==> src/design/assert_macros.svh <==
// Assertion macros used by the command queue of the control endpoint RTL
`ifndef ASSERT_MACROS_SVH
`define ASSERT_MACROS_SVH
`ifndef SYNTHESIS
// property checked on every rising clock edge outside reset
`define USBEP_ASSERT(lbl, clk, rst, prop) \
  lbl: assert property (@(posedge clk) disable iff (rst) prop) \
    else $error("usbep assertion failed");
// condition that must never hold outside reset
`define USBEP_NEVER(lbl, clk, rst, cond) \
  lbl: assert property (@(posedge clk) disable iff (rst) !(cond)) \
    else $error("usbep forbidden condition seen");
`else
`define USBEP_ASSERT(lbl, clk, rst, prop)
`define USBEP_NEVER(lbl, clk, rst, cond)
`endif
`endif

==> src/design/usbep_pkg.sv <==
// Types, codes and constants of the USB control endpoint engine
package usbep_pkg;

  localparam int QueueDepth = 2;

  typedef enum logic [1:0] {
    OP_SETUP = 2'd0,
    OP_IN    = 2'd1,
    OP_OUT   = 2'd2,
    OP_RESET = 2'd3
  } opcode_t;

  localparam logic [1:0] HS_ACK   = 2'd0;
  localparam logic [1:0] HS_NAK   = 2'd1;
  localparam logic [1:0] HS_STALL = 2'd2;

  localparam logic [3:0] SRC_NONE    = 4'd0;
  localparam logic [3:0] SRC_DEVICE  = 4'd1;
  localparam logic [3:0] SRC_CONFIG  = 4'd2;
  localparam logic [3:0] SRC_LANG    = 4'd3;
  localparam logic [3:0] SRC_MAKER   = 4'd4;
  localparam logic [3:0] SRC_PRODUCT = 4'd5;
  localparam logic [3:0] SRC_SERIAL  = 4'd6;
  localparam logic [3:0] SRC_CFGBYTE = 4'd7;
  localparam logic [3:0] SRC_ZEROS   = 4'd8;

  localparam logic [1:0] EV_NONE       = 2'd0;
  localparam logic [1:0] EV_GET_CODING = 2'd1;
  localparam logic [1:0] EV_SET_LINES  = 2'd2;
  localparam logic [1:0] EV_CODING_DAT = 2'd3;

  localparam logic [1:0] ACT_NONE  = 2'd0;
  localparam logic [1:0] ACT_HALT  = 2'd1;
  localparam logic [1:0] ACT_CLEAR = 2'd2;

  localparam logic [7:0] RC_GET_STATUS  = 8'h00;
  localparam logic [7:0] RC_CLR_FEATURE = 8'h01;
  localparam logic [7:0] RC_SET_FEATURE = 8'h03;
  localparam logic [7:0] RC_SET_ADDRESS = 8'h05;
  localparam logic [7:0] RC_GET_DESC    = 8'h06;
  localparam logic [7:0] RC_GET_CONFIG  = 8'h08;
  localparam logic [7:0] RC_SET_CONFIG  = 8'h09;
  localparam logic [7:0] RC_GET_IFACE   = 8'h0A;
  localparam logic [7:0] RC_SET_IFACE   = 8'h0B;
  localparam logic [7:0] RC_SEND_ENCAP  = 8'h20;
  localparam logic [7:0] RC_GET_CODING  = 8'h21;
  localparam logic [7:0] RC_SET_LINES   = 8'h22;
  localparam logic [7:0] NO_REQUEST     = 8'hFF;

  localparam logic [7:0] SERIAL_LEN  = 8'd22;
  localparam logic [6:0] SETUP_BYTES = 7'd8;
  localparam logic [6:0] MAX_CHUNK   = 7'd64;

  // register indexes on the configuration port
  localparam logic [2:0] REG_DEVICE_LEN  = 3'd0;
  localparam logic [2:0] REG_CONFIG_LEN  = 3'd1;
  localparam logic [2:0] REG_LANG_LEN    = 3'd2;
  localparam logic [2:0] REG_MAKER_LEN   = 3'd3;
  localparam logic [2:0] REG_PRODUCT_LEN = 3'd4;
  localparam logic [2:0] REG_WAKEUP      = 3'd5;
  localparam logic [2:0] REG_EP0_SIZE    = 3'd6;
  localparam logic [2:0] REG_CODING_LEN  = 3'd7;

  typedef struct packed {
    logic [1:0]  opcode;
    logic [6:0]  received_length;
    logic [7:0]  request_type;
    logic [7:0]  request_code;
    logic [15:0] value_word;
    logic [15:0] index_word;
    logic [15:0] length_word;
    logic        toggle_matched;
  } req_t;

  typedef struct packed {
    logic [1:0] in_handshake;
    logic [1:0] out_handshake;
    logic       data_toggle;
    logic [6:0] send_length;
    logic [3:0] data_source;
    logic [7:0] source_offset;
    logic [6:0] device_address;
    logic [7:0] config_value;
    logic [1:0] class_event;
    logic [3:0] endpoint_select;
    logic [1:0] endpoint_action;
    logic       sleep_request;
  } rsp_t;

  typedef struct packed {
    logic [7:0] device_desc_length;
    logic [7:0] config_desc_length;
    logic [7:0] language_desc_length;
    logic [7:0] maker_desc_length;
    logic [7:0] product_desc_length;
    logic       wakeup_capable;
    logic [6:0] ep0_packet_size;
    logic [6:0] line_coding_length;
  } cfg_t;

  // classified request handed from front to back
  typedef struct packed {
    opcode_t     op;
    logic        len_ok;
    logic        stall;
    logic [7:0]  pending;
    logic [15:0] remaining;
    logic        desc_wr;
    logic [3:0]  src;
    logic [7:0]  offset;
    logic        cfg_wr;
    logic [7:0]  cfg_val;
    logic [6:0]  pkt_len;
    logic [3:0]  pkt_src;
    logic [1:0]  ev_class;
    logic [3:0]  ev_sel;
    logic [1:0]  ev_act;
    logic        ev_sleep;
    logic        toggle_matched;
  } cmd_t;

  // chunk size, sizes above 64 act as 64
  function automatic logic [6:0] chunk_size(input logic [6:0] size);
    chunk_size = (size > MAX_CHUNK) ? MAX_CHUNK : size;
  endfunction

endpackage

==> src/design/usbep_front.sv <==
// Front part: accepts requests and decodes setup packets into commands
module usbep_front import usbep_pkg::*; (
  input  cfg_t cfg,
  input  logic req_valid,
  output logic req_stall,
  input  req_t req,
  output logic push,
  output cmd_t push_cmd,
  input  logic full
);

  // endpoint address to select code, zero when not endpoint 1..4
  function automatic logic [3:0] ep_select(input logic [15:0] addr);
    logic [6:0] n;
    n = addr[6:0];
    if (addr[15:8] != 8'd0 || n < 7'd1 || n > 7'd4) ep_select = 4'd0;
    else if (addr[7]) ep_select = n[3:0] + 4'd4;
    else ep_select = n[3:0];
  endfunction

  logic [6:0] ep;
  logic [7:0] dlen, total, len;
  logic [3:0] src, sel;
  cmd_t       cmd;

  assign req_stall = full;
  assign push      = req_valid & ~full;
  assign push_cmd  = cmd;
  assign ep        = chunk_size(cfg.ep0_packet_size);

  // setup decode
  always_comb begin
    cmd = '0;
    dlen = 8'd0;
    total = 8'd0;
    len = 8'd0;
    src = SRC_NONE;
    sel = 4'd0;
    cmd.op = opcode_t'(req.opcode);
    cmd.toggle_matched = req.toggle_matched;
    cmd.len_ok = (req.received_length == SETUP_BYTES);
    cmd.remaining = req.length_word;
    cmd.pending = req.request_code;
    if (!cmd.len_ok) begin
      cmd.stall = 1'b1;
    end else if (req.request_type[6:5] == 2'b01) begin
      // class requests
      case (req.request_code)
        RC_GET_CODING: begin
          len = {1'b0, cfg.line_coding_length};
          cmd.ev_class = EV_GET_CODING;
        end
        RC_SET_LINES:  cmd.ev_class = EV_SET_LINES;
        RC_SEND_ENCAP: ;
        default:       cmd.stall = 1'b1;
      endcase
    end else if (req.request_type[6:5] != 2'b00) begin
      cmd.stall = 1'b1;
    end else begin
      unique case (req.request_code)
        RC_GET_DESC: begin
          case (req.value_word[15:8])
            8'd1: begin src = SRC_DEVICE; dlen = cfg.device_desc_length; end
            8'd2: begin src = SRC_CONFIG; dlen = cfg.config_desc_length; end
            8'd3: begin
              case (req.value_word[7:0])
                8'd0: begin src = SRC_LANG; dlen = cfg.language_desc_length; end
                8'd1: begin src = SRC_MAKER; dlen = cfg.maker_desc_length; end
                8'd2: begin src = SRC_PRODUCT; dlen = cfg.product_desc_length; end
                8'd3: begin src = SRC_SERIAL; dlen = SERIAL_LEN; end
                default: ;
              endcase
            end
            default: cmd.stall = 1'b1;
          endcase
          total = (req.length_word > {8'd0, dlen}) ? dlen : req.length_word[7:0];
          len = (total > {1'b0, ep}) ? {1'b0, ep} : total;
          cmd.remaining = {8'd0, total - len};
          cmd.desc_wr = ~cmd.stall;
          cmd.src = src;
          cmd.offset = len;
        end
        RC_SET_ADDRESS: cmd.remaining = {8'd0, req.value_word[7:0]};
        RC_GET_CONFIG: begin
          len = (req.length_word != 16'd0) ? 8'd1 : 8'd0;
          src = SRC_CFGBYTE;
        end
        RC_SET_CONFIG: begin
          cmd.cfg_wr = 1'b1;
          cmd.cfg_val = req.value_word[7:0];
        end
        RC_GET_IFACE, RC_SET_IFACE: ;
        RC_CLR_FEATURE, RC_SET_FEATURE: begin
          if (req.request_type[4:0] == 5'd0) begin
            if (req.value_word == 16'h0001 && cfg.wakeup_capable)
              cmd.ev_sleep = (req.request_code == RC_SET_FEATURE);
            else cmd.stall = 1'b1;
          end else if (req.request_type[4:0] == 5'd2) begin
            sel = (req.request_code == RC_CLR_FEATURE) ?
                  ep_select({8'd0, req.index_word[7:0]}) : ep_select(req.index_word);
            if (sel == 4'd0 ||
                (req.request_code == RC_SET_FEATURE && req.value_word != 16'd0)) begin
              cmd.stall = 1'b1;
            end else begin
              cmd.ev_sel = sel;
              cmd.ev_act = (req.request_code == RC_CLR_FEATURE) ? ACT_CLEAR : ACT_HALT;
            end
          end else begin
            cmd.stall = 1'b1;
          end
        end
        RC_GET_STATUS: begin
          len = (req.length_word >= 16'd2) ? 8'd2 : req.length_word[7:0];
          src = SRC_ZEROS;
        end
        default: cmd.stall = 1'b1;
      endcase
    end
    // reply longer than a chunk goes out as an empty packet
    cmd.pkt_len = (len <= {1'b0, ep}) ? len[6:0] : 7'd0;
    cmd.pkt_src = (cmd.pkt_len != 7'd0) ? src : SRC_NONE;
    if (cmd.stall) begin
      cmd.pending = NO_REQUEST;
      cmd.desc_wr = 1'b0;
      cmd.cfg_wr = 1'b0;
      cmd.pkt_len = 7'd0;
      cmd.pkt_src = SRC_NONE;
      cmd.ev_class = EV_NONE;
      cmd.ev_sel = 4'd0;
      cmd.ev_act = ACT_NONE;
      cmd.ev_sleep = 1'b0;
    end
  end

endmodule

==> src/design/usbep_queue.sv <==
// Short command queue between front and back
module usbep_queue import usbep_pkg::*; #(
  parameter int DEPTH = QueueDepth
) (
  input  logic clk,
  input  logic rst,
  input  logic push,
  input  cmd_t push_cmd,
  output logic full,
  output logic head_valid,
  output cmd_t head_cmd,
  input  logic pop
);
  `include "assert_macros.svh"

  localparam int PW = (DEPTH > 1) ? $clog2(DEPTH) : 1;
  localparam int CW = $clog2(DEPTH + 1);

  cmd_t          mem [DEPTH];
  logic [PW-1:0] wr_ptr, rd_ptr;
  logic [CW-1:0] count;

  assign full       = (count == CW'(DEPTH));
  assign head_valid = (count != '0);
  assign head_cmd   = mem[rd_ptr];

  // storage
  always_ff @(posedge clk) begin
    if (push) mem[wr_ptr] <= push_cmd;
  end

  // pointers and fill count
  always_ff @(posedge clk) begin
    if (rst) begin
      wr_ptr <= '0;
      rd_ptr <= '0;
      count  <= '0;
    end else begin
      if (push) wr_ptr <= (wr_ptr == PW'(DEPTH - 1)) ? '0 : wr_ptr + 1'b1;
      if (pop)  rd_ptr <= (rd_ptr == PW'(DEPTH - 1)) ? '0 : rd_ptr + 1'b1;
      if (push && !pop) count <= count + 1'b1;
      else if (pop && !push) count <= count - 1'b1;
    end
  end

  `USBEP_NEVER(a_count_range, clk, rst, count > CW'(DEPTH))
  `USBEP_NEVER(a_pop_empty, clk, rst, pop && !head_valid)
  `USBEP_ASSERT(a_pop_drains, clk, rst, (pop && !push) |=> (count == $past(count) - 1'b1))

endmodule

==> src/design/usbep_back.sv <==
// Back part: endpoint state, token handling and registered results
module usbep_back import usbep_pkg::*; (
  input  logic clk,
  input  logic rst,
  input  cfg_t cfg,
  input  logic head_valid,
  input  cmd_t head_cmd,
  output logic pop,
  output logic rsp_valid,
  input  logic rsp_stall,
  output rsp_t rsp
);

  logic [15:0] remaining_length, remaining_length_next;
  logic [7:0]  pending_request, pending_request_next;
  logic [3:0]  current_source, current_source_next;
  logic [7:0]  current_offset, current_offset_next;
  logic [6:0]  active_address, active_address_next;
  logic [7:0]  selected_config, selected_config_next;
  logic        in_toggle, in_toggle_next;
  logic [1:0]  in_hs, in_hs_next, out_hs, out_hs_next;
  logic [6:0]  pkt_len, pkt_len_next;
  logic [3:0]  pkt_src, pkt_src_next;
  logic [7:0]  pkt_off, pkt_off_next;
  logic [1:0]  ev_class;
  logic [6:0]  ep, chunk;
  logic        live;
  rsp_t        rsp_next;

  assign pop   = head_valid & (~rsp_valid | ~rsp_stall);
  assign ep    = chunk_size(cfg.ep0_packet_size);
  assign chunk = (remaining_length > {9'd0, ep}) ? ep : remaining_length[6:0];

  // next state for one command
  always_comb begin
    remaining_length_next = remaining_length;
    pending_request_next  = pending_request;
    current_source_next   = current_source;
    current_offset_next   = current_offset;
    active_address_next   = active_address;
    selected_config_next  = selected_config;
    in_toggle_next        = in_toggle;
    in_hs_next            = in_hs;
    out_hs_next           = out_hs;
    pkt_len_next          = pkt_len;
    pkt_src_next          = pkt_src;
    pkt_off_next          = pkt_off;
    ev_class              = EV_NONE;
    unique case (head_cmd.op)
      OP_SETUP: begin
        in_toggle_next       = 1'b1;
        pending_request_next = head_cmd.pending;
        if (head_cmd.len_ok) remaining_length_next = head_cmd.remaining;
        if (head_cmd.desc_wr) begin
          current_source_next = head_cmd.src;
          current_offset_next = head_cmd.offset;
        end
        if (head_cmd.cfg_wr) selected_config_next = head_cmd.cfg_val;
        in_hs_next   = head_cmd.stall ? HS_STALL : HS_ACK;
        out_hs_next  = head_cmd.stall ? HS_STALL : HS_ACK;
        pkt_len_next = head_cmd.pkt_len;
        pkt_src_next = head_cmd.pkt_src;
        pkt_off_next = 8'd0;
        ev_class     = head_cmd.ev_class;
      end
      OP_IN: begin
        if (in_hs == HS_ACK) begin
          if (pending_request == RC_GET_DESC) begin
            // next chunk of a descriptor
            pkt_len_next = chunk;
            pkt_src_next = (chunk != 7'd0) ? current_source : SRC_NONE;
            pkt_off_next = (chunk != 7'd0) ? current_offset : 8'd0;
            current_offset_next   = current_offset + {1'b0, chunk};
            remaining_length_next = remaining_length - {9'd0, chunk};
            in_toggle_next = ~in_toggle;
          end else begin
            // status stage done
            if (pending_request == RC_SET_ADDRESS)
              active_address_next = remaining_length[6:0];
            in_hs_next     = HS_NAK;
            out_hs_next    = HS_ACK;
            in_toggle_next = 1'b0;
            pkt_len_next   = 7'd0;
            pkt_src_next   = SRC_NONE;
            pkt_off_next   = 8'd0;
          end
        end
      end
      OP_OUT: begin
        if (out_hs == HS_ACK) begin
          if (pending_request == RC_SEND_ENCAP) begin
            if (head_cmd.toggle_matched) begin
              ev_class     = EV_CODING_DAT;
              pkt_len_next = 7'd0;
              pkt_src_next = SRC_NONE;
              pkt_off_next = 8'd0;
            end
          end else begin
            if (in_hs == HS_ACK) in_hs_next = HS_NAK;
            pkt_len_next = 7'd0;
            pkt_src_next = SRC_NONE;
            pkt_off_next = 8'd0;
          end
        end
      end
      OP_RESET: begin
        in_hs_next           = HS_NAK;
        out_hs_next          = HS_ACK;
        in_toggle_next       = 1'b0;
        active_address_next  = 7'd0;
        selected_config_next = 8'd0;
        pkt_len_next         = 7'd0;
        pkt_src_next         = SRC_NONE;
        pkt_off_next         = 8'd0;
      end
      default: ;
    endcase
  end

  // result assembly
  always_comb begin
    live = (in_hs_next == HS_ACK);
    rsp_next.in_handshake    = in_hs_next;
    rsp_next.out_handshake   = out_hs_next;
    rsp_next.data_toggle     = in_toggle_next;
    rsp_next.send_length     = live ? pkt_len_next : 7'd0;
    rsp_next.data_source     = live ? pkt_src_next : SRC_NONE;
    rsp_next.source_offset   = live ? pkt_off_next : 8'd0;
    rsp_next.device_address  = active_address_next;
    rsp_next.config_value    = selected_config_next;
    rsp_next.class_event     = ev_class;
    rsp_next.endpoint_select = (head_cmd.op == OP_SETUP) ? head_cmd.ev_sel : 4'd0;
    rsp_next.endpoint_action = (head_cmd.op == OP_SETUP) ? head_cmd.ev_act : ACT_NONE;
    rsp_next.sleep_request   = (head_cmd.op == OP_SETUP) & head_cmd.ev_sleep;
  end

  // state registers
  always_ff @(posedge clk) begin
    if (rst) begin
      remaining_length <= 16'd0;
      pending_request  <= NO_REQUEST;
      current_source   <= SRC_NONE;
      current_offset   <= 8'd0;
      active_address   <= 7'd0;
      selected_config  <= 8'd0;
      in_toggle        <= 1'b0;
      in_hs            <= HS_NAK;
      out_hs           <= HS_ACK;
      pkt_len          <= 7'd0;
      pkt_src          <= SRC_NONE;
      pkt_off          <= 8'd0;
    end else if (pop) begin
      remaining_length <= remaining_length_next;
      pending_request  <= pending_request_next;
      current_source   <= current_source_next;
      current_offset   <= current_offset_next;
      active_address   <= active_address_next;
      selected_config  <= selected_config_next;
      in_toggle        <= in_toggle_next;
      in_hs            <= in_hs_next;
      out_hs           <= out_hs_next;
      pkt_len          <= pkt_len_next;
      pkt_src          <= pkt_src_next;
      pkt_off          <= pkt_off_next;
    end
  end

  // output register
  always_ff @(posedge clk) begin
    if (rst) begin
      rsp_valid <= 1'b0;
    end else if (pop) begin
      rsp_valid <= 1'b1;
    end else if (!rsp_stall) begin
      rsp_valid <= 1'b0;
    end
  end

  always_ff @(posedge clk) begin
    if (pop) rsp <= rsp_next;
  end

endmodule

==> src/design/usb_control_endpoint_requests_core.sv <==
// Top level of the USB control endpoint request engine
//
//  channel  direction  handshake          payload
//  req      in         req_valid/stall    req_t  (setup, IN, OUT, bus reset)
//  rsp      out        rsp_valid/stall    rsp_t  (handshakes, next IN packet)
//  apb      in/out     psel/penable       8 length and option registers
//
// One request per cycle sustained while results are not stalled; an accepted
// request is written into a queue slot, then taken into the result register.
// The back part applies one command per cycle while its result is not stalled,
// so its state loop sets the rate. Reset is synchronous and clears the queue,
// endpoint state and registers. A stalled result holds the back part; the queue then fills and stalls req.
module usb_control_endpoint_requests_core import usbep_pkg::*; #(
  parameter int QUEUE_DEPTH = QueueDepth
) (
  input  logic        clk,
  input  logic        rst,
  input  logic        req_valid,
  output logic        req_stall,
  input  req_t        req,
  output logic        rsp_valid,
  input  logic        rsp_stall,
  output rsp_t        rsp,
  input  logic        psel,
  input  logic        penable,
  input  logic        pwrite,
  input  logic [4:0]  paddr,
  input  logic [31:0] pwdata,
  output logic [31:0] prdata,
  output logic        pready
);

  cfg_t cfg;
  logic push, full, head_valid, pop;
  cmd_t push_cmd, head_cmd;
  logic [2:0] reg_idx;

  assign pready  = 1'b1;
  assign reg_idx = paddr[4:2];

  // configuration registers
  always_ff @(posedge clk) begin
    if (rst) begin
      cfg.device_desc_length   <= 8'd18;
      cfg.config_desc_length   <= 8'd9;
      cfg.language_desc_length <= 8'd4;
      cfg.maker_desc_length    <= 8'd0;
      cfg.product_desc_length  <= 8'd0;
      cfg.wakeup_capable       <= 1'b0;
      cfg.ep0_packet_size      <= 7'd8;
      cfg.line_coding_length   <= 7'd7;
    end else if (psel && penable && pwrite) begin
      unique case (reg_idx)
        REG_DEVICE_LEN:  cfg.device_desc_length   <= pwdata[7:0];
        REG_CONFIG_LEN:  cfg.config_desc_length   <= pwdata[7:0];
        REG_LANG_LEN:    cfg.language_desc_length <= pwdata[7:0];
        REG_MAKER_LEN:   cfg.maker_desc_length    <= pwdata[7:0];
        REG_PRODUCT_LEN: cfg.product_desc_length  <= pwdata[7:0];
        REG_WAKEUP:      cfg.wakeup_capable       <= pwdata[0];
        REG_EP0_SIZE:    cfg.ep0_packet_size      <= pwdata[6:0];
        REG_CODING_LEN:  cfg.line_coding_length   <= pwdata[6:0];
        default: ;
      endcase
    end
  end

  // register read back
  always_comb begin
    unique case (reg_idx)
      REG_DEVICE_LEN:  prdata = {24'd0, cfg.device_desc_length};
      REG_CONFIG_LEN:  prdata = {24'd0, cfg.config_desc_length};
      REG_LANG_LEN:    prdata = {24'd0, cfg.language_desc_length};
      REG_MAKER_LEN:   prdata = {24'd0, cfg.maker_desc_length};
      REG_PRODUCT_LEN: prdata = {24'd0, cfg.product_desc_length};
      REG_WAKEUP:      prdata = {31'd0, cfg.wakeup_capable};
      REG_EP0_SIZE:    prdata = {25'd0, cfg.ep0_packet_size};
      REG_CODING_LEN:  prdata = {25'd0, cfg.line_coding_length};
      default:         prdata = 32'd0;
    endcase
  end

  usbep_front u_front (
    .cfg       (cfg),
    .req_valid (req_valid),
    .req_stall (req_stall),
    .req       (req),
    .push      (push),
    .push_cmd  (push_cmd),
    .full      (full)
  );

  usbep_queue #(.DEPTH(QUEUE_DEPTH)) u_queue (
    .clk        (clk),
    .rst        (rst),
    .push       (push),
    .push_cmd   (push_cmd),
    .full       (full),
    .head_valid (head_valid),
    .head_cmd   (head_cmd),
    .pop        (pop)
  );

  usbep_back u_back (
    .clk        (clk),
    .rst        (rst),
    .cfg        (cfg),
    .head_valid (head_valid),
    .head_cmd   (head_cmd),
    .pop        (pop),
    .rsp_valid  (rsp_valid),
    .rsp_stall  (rsp_stall),
    .rsp        (rsp)
  );

endmodule

==> config.mk <==
export PLATFORM = sky130hd
export DESIGN_NAME = usb_control_endpoint_requests_core
export DESIGN_NICKNAME = d
export VERILOG_FILES = /design/src/design/usbep_pkg.sv /design/src/design/usbep_front.sv /design/src/design/usbep_queue.sv /design/src/design/usbep_back.sv /design/src/design/usb_control_endpoint_requests_core.sv
export VERILOG_INCLUDE_DIRS = /design/src /design/src/design
export SDC_FILE = /design/constraint.sdc
export NUM_CORES = 1
export LEC_CHECK = 0
export ABC_CLOCK_PERIOD_IN_PS = 11670
export BUFFER_PORTS_ARGS = -buffer_cell sky130_fd_sc_hd__buf_4
export CORE_UTILIZATION = 40
export CTS_CLUSTER_DIAMETER = 80
export DETAILED_ROUTE_END_ITERATION = 16
export RECOVER_POWER = 100
export SLEW_MARGIN = 20
export SYNTH_ARGS = -nofsm -noshare
export SYNTH_HDL_FRONTEND = slang
export SYNTH_SLANG_ARGS = --single-unit
export TNS_END_PERCENT = 10
==> constraint.sdc <==
create_clock -name clk -period 11.67 [get_ports clk]
set_input_delay 1.7505 -clock clk [delete_from_list [all_inputs] [get_ports clk]]
set_output_delay 1.7505 -clock clk [all_outputs]
set_load 0.02 [all_outputs]
==> key figures <==
Status
  • Run status: complete, but fails checks
  • Failing checks: max-capacitance violations, max-slew violations

Clock network
  • Worst-path clk slew: 0.06 ns
  • Clk_lat worst skew: 0.54 ns
  • TritonCTS clock tree: done
  • Postcts setup bufs: 0
  • Resized Gates After CTS: 0
  • Hold-fix buffers, CTS: 0
  • CTS Buf Count: 37
  • Clock Root Buffer: clkbuf_16
  • Clock sinks: 323
  • Clock Path Buffers: 3
  • H-Tree Level Count: 2

Flow run
  • Max_cap viols: 9

Synthesis
  • Post-synthesis sequential area ratio: 0.5094
  • Fraction of registers with async set/reset: 0
  • Yosys warns: 0
  • Simple-gate area share of the yosys netlist: 0.1503
  • Synth Area in Adders: 0.04642
  • Main combinational cell family by area after synthesis: simple AND/OR/NAND/NOR gates
  • Synth Area in XOR/XNOR: 0.01176
  • Netlist Area Pre-Place: 16,390 µm²
  • EDFF count, synth: 188
  • Synth Area in Compound Gates: 0.1336
  • Synth unique cells: 84
  • Synthesized instance count: 1,561
  • Syn Area/Cell: 10.50 µm²
  • Most common flop cell mapped by yosys: edfxtp_1
  • Mux contribution to synthesized area: 0.1045
  • Register bit total from synthesis: 323

Global route
  • Largest net degree at the start of global routing: 91
  • Total GRT Usage: 0.2033
  • M1 GR Usage: 0.2805
  • First-pass GRT wire length: 66,260 µm
  • Antenna violations before repair: 0
  • Vias in the first global route: 11,700
  • GR met3 Demand/Resource: 0.03109
  • GR peak layer: met2
  • Remaining global-route overflow: 0
  • Global-route met2 utilization: 0.3257

Die
  • Die area: 41,790 µm²
  • Top-level I/O count: 201
  • Die Height: 204.4 µm
  • Starting Density: 0.4087
  • Std cell rows: 73
  • Core box area: 40,100 µm²
  • Die X-Extent: 204.4 µm

Timing
  • Max Slew Vio Count: 454
  • Max Clock Freq: 101.2 MHz
  • Tmin final: 9.882 ns
  • Post-route setup TNS: 0 ns
  • Least-Margin Pin Slew: 4.395 ns
  • Worst Skew: 0.01783 ns
  • RSZ-0062 raised after global routing: no
  • Final Setup Violations: 0
  • Worst slew margin: -1.930
  • Fin worst setup slack: 1.788 ns
  • Final hold viol count: 0
  • Crit share post-route: 0.8468

Critical path
  • CP arrival: 10.24 ns
  • Max FO, Critical Path: 13
  • CP peak stage delay: 1.06 ns
  • Critical path launch point type: input pin
  • Worst Setup End Kind: flip-flop
  • Worst path most repeated cell: o21a_1
  • Slowest-stage cell, CP: nor4_1
  • WP data required: 12.02 ns
  • Crit Path Class: input pin to flip-flop

Route
  • Final wirelength: 42,660 µm
  • DRT iter0 DRCs: 657
  • First-pass DRT Iterations: 5
  • DR WL/cell: 19.05 µm
  • Drt via density: 5.456
  • Residual DRC: 0
  • Detail Route Antenna Nets: 0
  • Via count: 12,220

Power and ir drop
  • Max IR drop VDD: 0.1816 mV
  • Leakage: 6.842 nW
  • PwrDens: 207.8 nW/µm²

Place
  • Setup Slack @ Placement: 1.782 ns
  • HPWL after DPL: 30,070 µm
  • Input/output buffers: 148
  • Final GP Congestion: 0.8610

Layout
  • Most common cell after layout, fill and taps aside: nor2_1
  • Most frequent cells in the layout: nor2_1 (203), edfxtp_1 (188), dfxtp_1 (135)
  • Area grow syn2layout: 14.17%
  • Nets@finish: 1,864
  • Ant. Diodes: 0
  • Layout cell share with drive strength beyond 1: 0.1213

Worst hold path
  • Type of the tightest min-delay check: flip-flop to flip-flop
report_power, final:
group / leakage (nW) / switching, W / internal (W)
clock: 0.576 / 0.000462 / 0.000646
combinational: 3.42 / 0.000812 / 0.000396
sequential: 2.84 / 0.000101 / 0.00147
routing by layer:
layer	part of all wire	vias to the layer above
met4	0.024	0
met1	0.46	5875
met3	0.053	67
met5	0	-
li1	-	5942
met2	0.46	337
worst max-delay path: cells and delay by family:
| kind | cells | cell delay (ns) |
|---|---|---|
| AO/OA/AOI/OAI | 13 | 3.28 |
| adder cells (fa/ha/maj) | 3 | 1.01 |
| buffers and inverters | 2 | 0.20 |
| multiplexers | 2 | 1.08 |
| AND/OR/NAND/NOR | 10 | 2.93 |
registers in the layout, summed over array words and instances (netlist names), named ones only:
| register | flops |
|---|---|
| u_back.pkt_off | 8 |
| u_back.rsp | 48 |
| u_back.current_offset | 8 |
| u_back.pending_request | 8 |
| cfg | 55 |
| u_back.out_hs | 2 |
| u_queue.rd_ptr | 1 |
| u_back.rsp_valid | 1 |
| u_back.remaining_length | 16 |
| u_back.in_toggle | 1 |
| u_back.pkt_len | 7 |
| u_back.selected_config | 8 |
| u_queue.wr_ptr | 1 |
| u_back.in_hs | 2 |
| u_back.current_source | 3 |
| u_queue.mem | 140 |
| u_queue.count | 2 |
| u_back.active_address | 7 |
| u_back.pkt_src | 4 |
synth_stat cells, types with 5 or more instances:
cell type	n	area, µm²
and3_1	9	56.30
a22o_1	11	96.34
a22oi_1	23	172.7
a32oi_1	10	87.58
o21a_1	6	45.04
a21o_1	19	142.6
nand2_1	121	454.2
nor4_2	5	62.56
nor3_1	19	95.09
ha_1	56	700.7
o21ai_0	40	200.2
xor2_1	10	87.58
mux2i_1	125	1251
xnor2_1	12	105.1
edfxtp_1	188	5645
nor2b_1	23	143.9
nand2b_1	6	37.54
nand3_1	25	125.1
nand4_1	10	62.56
o31ai_1	5	37.54
or2_2	9	56.30
o22ai_1	10	62.56
a221oi_1	14	122.6
mux2_2	33	371.6
nand4b_1	5	43.79
clkbuf_1	63	236.5
nor3b_1	5	37.54
a31oi_1	7	43.79
buf_4	25	187.7
a211oi_1	30	225.2
buf_1	8	30.03
and2_1	22	137.6
or3_1	8	50.05
inv_1	60	225.2
o211ai_1	15	112.6
nor4_1	16	100.1
dfxtp_1	135	2703
o2bb2ai_1	6	52.55
nor2_1	203	762.0
a21oi_1	84	420.4
worst paths after layout:
path / endpoint / depth (start not counted) / start / slack (ns)
worst max-delay path: u_queue.mem[1][18]$_DFFE_PP_ / 30 / req[46] / 1.79
worst min-delay path: u_back.active_address[1]$_SDFFE_PP0P_ / 2 / u_back.active_address[1]$_SDFFE_PP0P_ / 0.45
worst max register to register: u_queue.mem[1][18]$_DFFE_PP_ / 29 / cfg[38]$_SDFFE_PP0P_ / 3.97
worst min register to register: u_back.active_address[1]$_SDFFE_PP0P_ / 2 / u_back.active_address[1]$_SDFFE_PP0P_ / 0.45
cells by family after synthesis:
logic type,count (synthesis)
mux,162
other cells,2
flops,323
fa+ha+maj,59
xor+xnor,22
simple gates,512
compound gates,319
buf+inv,162
per-stage QoR:
stage          hold slack (ns)    util  cell area (µm²)  total power (W)  std cells
2_1_floorplan           0.4360       -            16480         0.002449       1586
3_3_place_gp            0.4420  0.4464            17900         0.002828       2173
3_5_place_dp            0.4464  0.4465            17900         0.002851       2173
4_1_cts                 0.4548  0.4753            19060         0.003965       2240
5_1_grt                 0.4778  0.4667            18710         0.004096       2240
6_report                0.4549  0.4667            18710         0.003888       2240
cell type report:
class	count	area [µm²]
clock buffers	48	1030
clock inverters	19	126.4
fillers	3771	21390
inverters	61	230.2
multi-input cells	1101	7375
flip-flops and latches	323	8348
well taps	525	656.9
repair buffers	163	945.9
(Power assumes the default switching activity.)
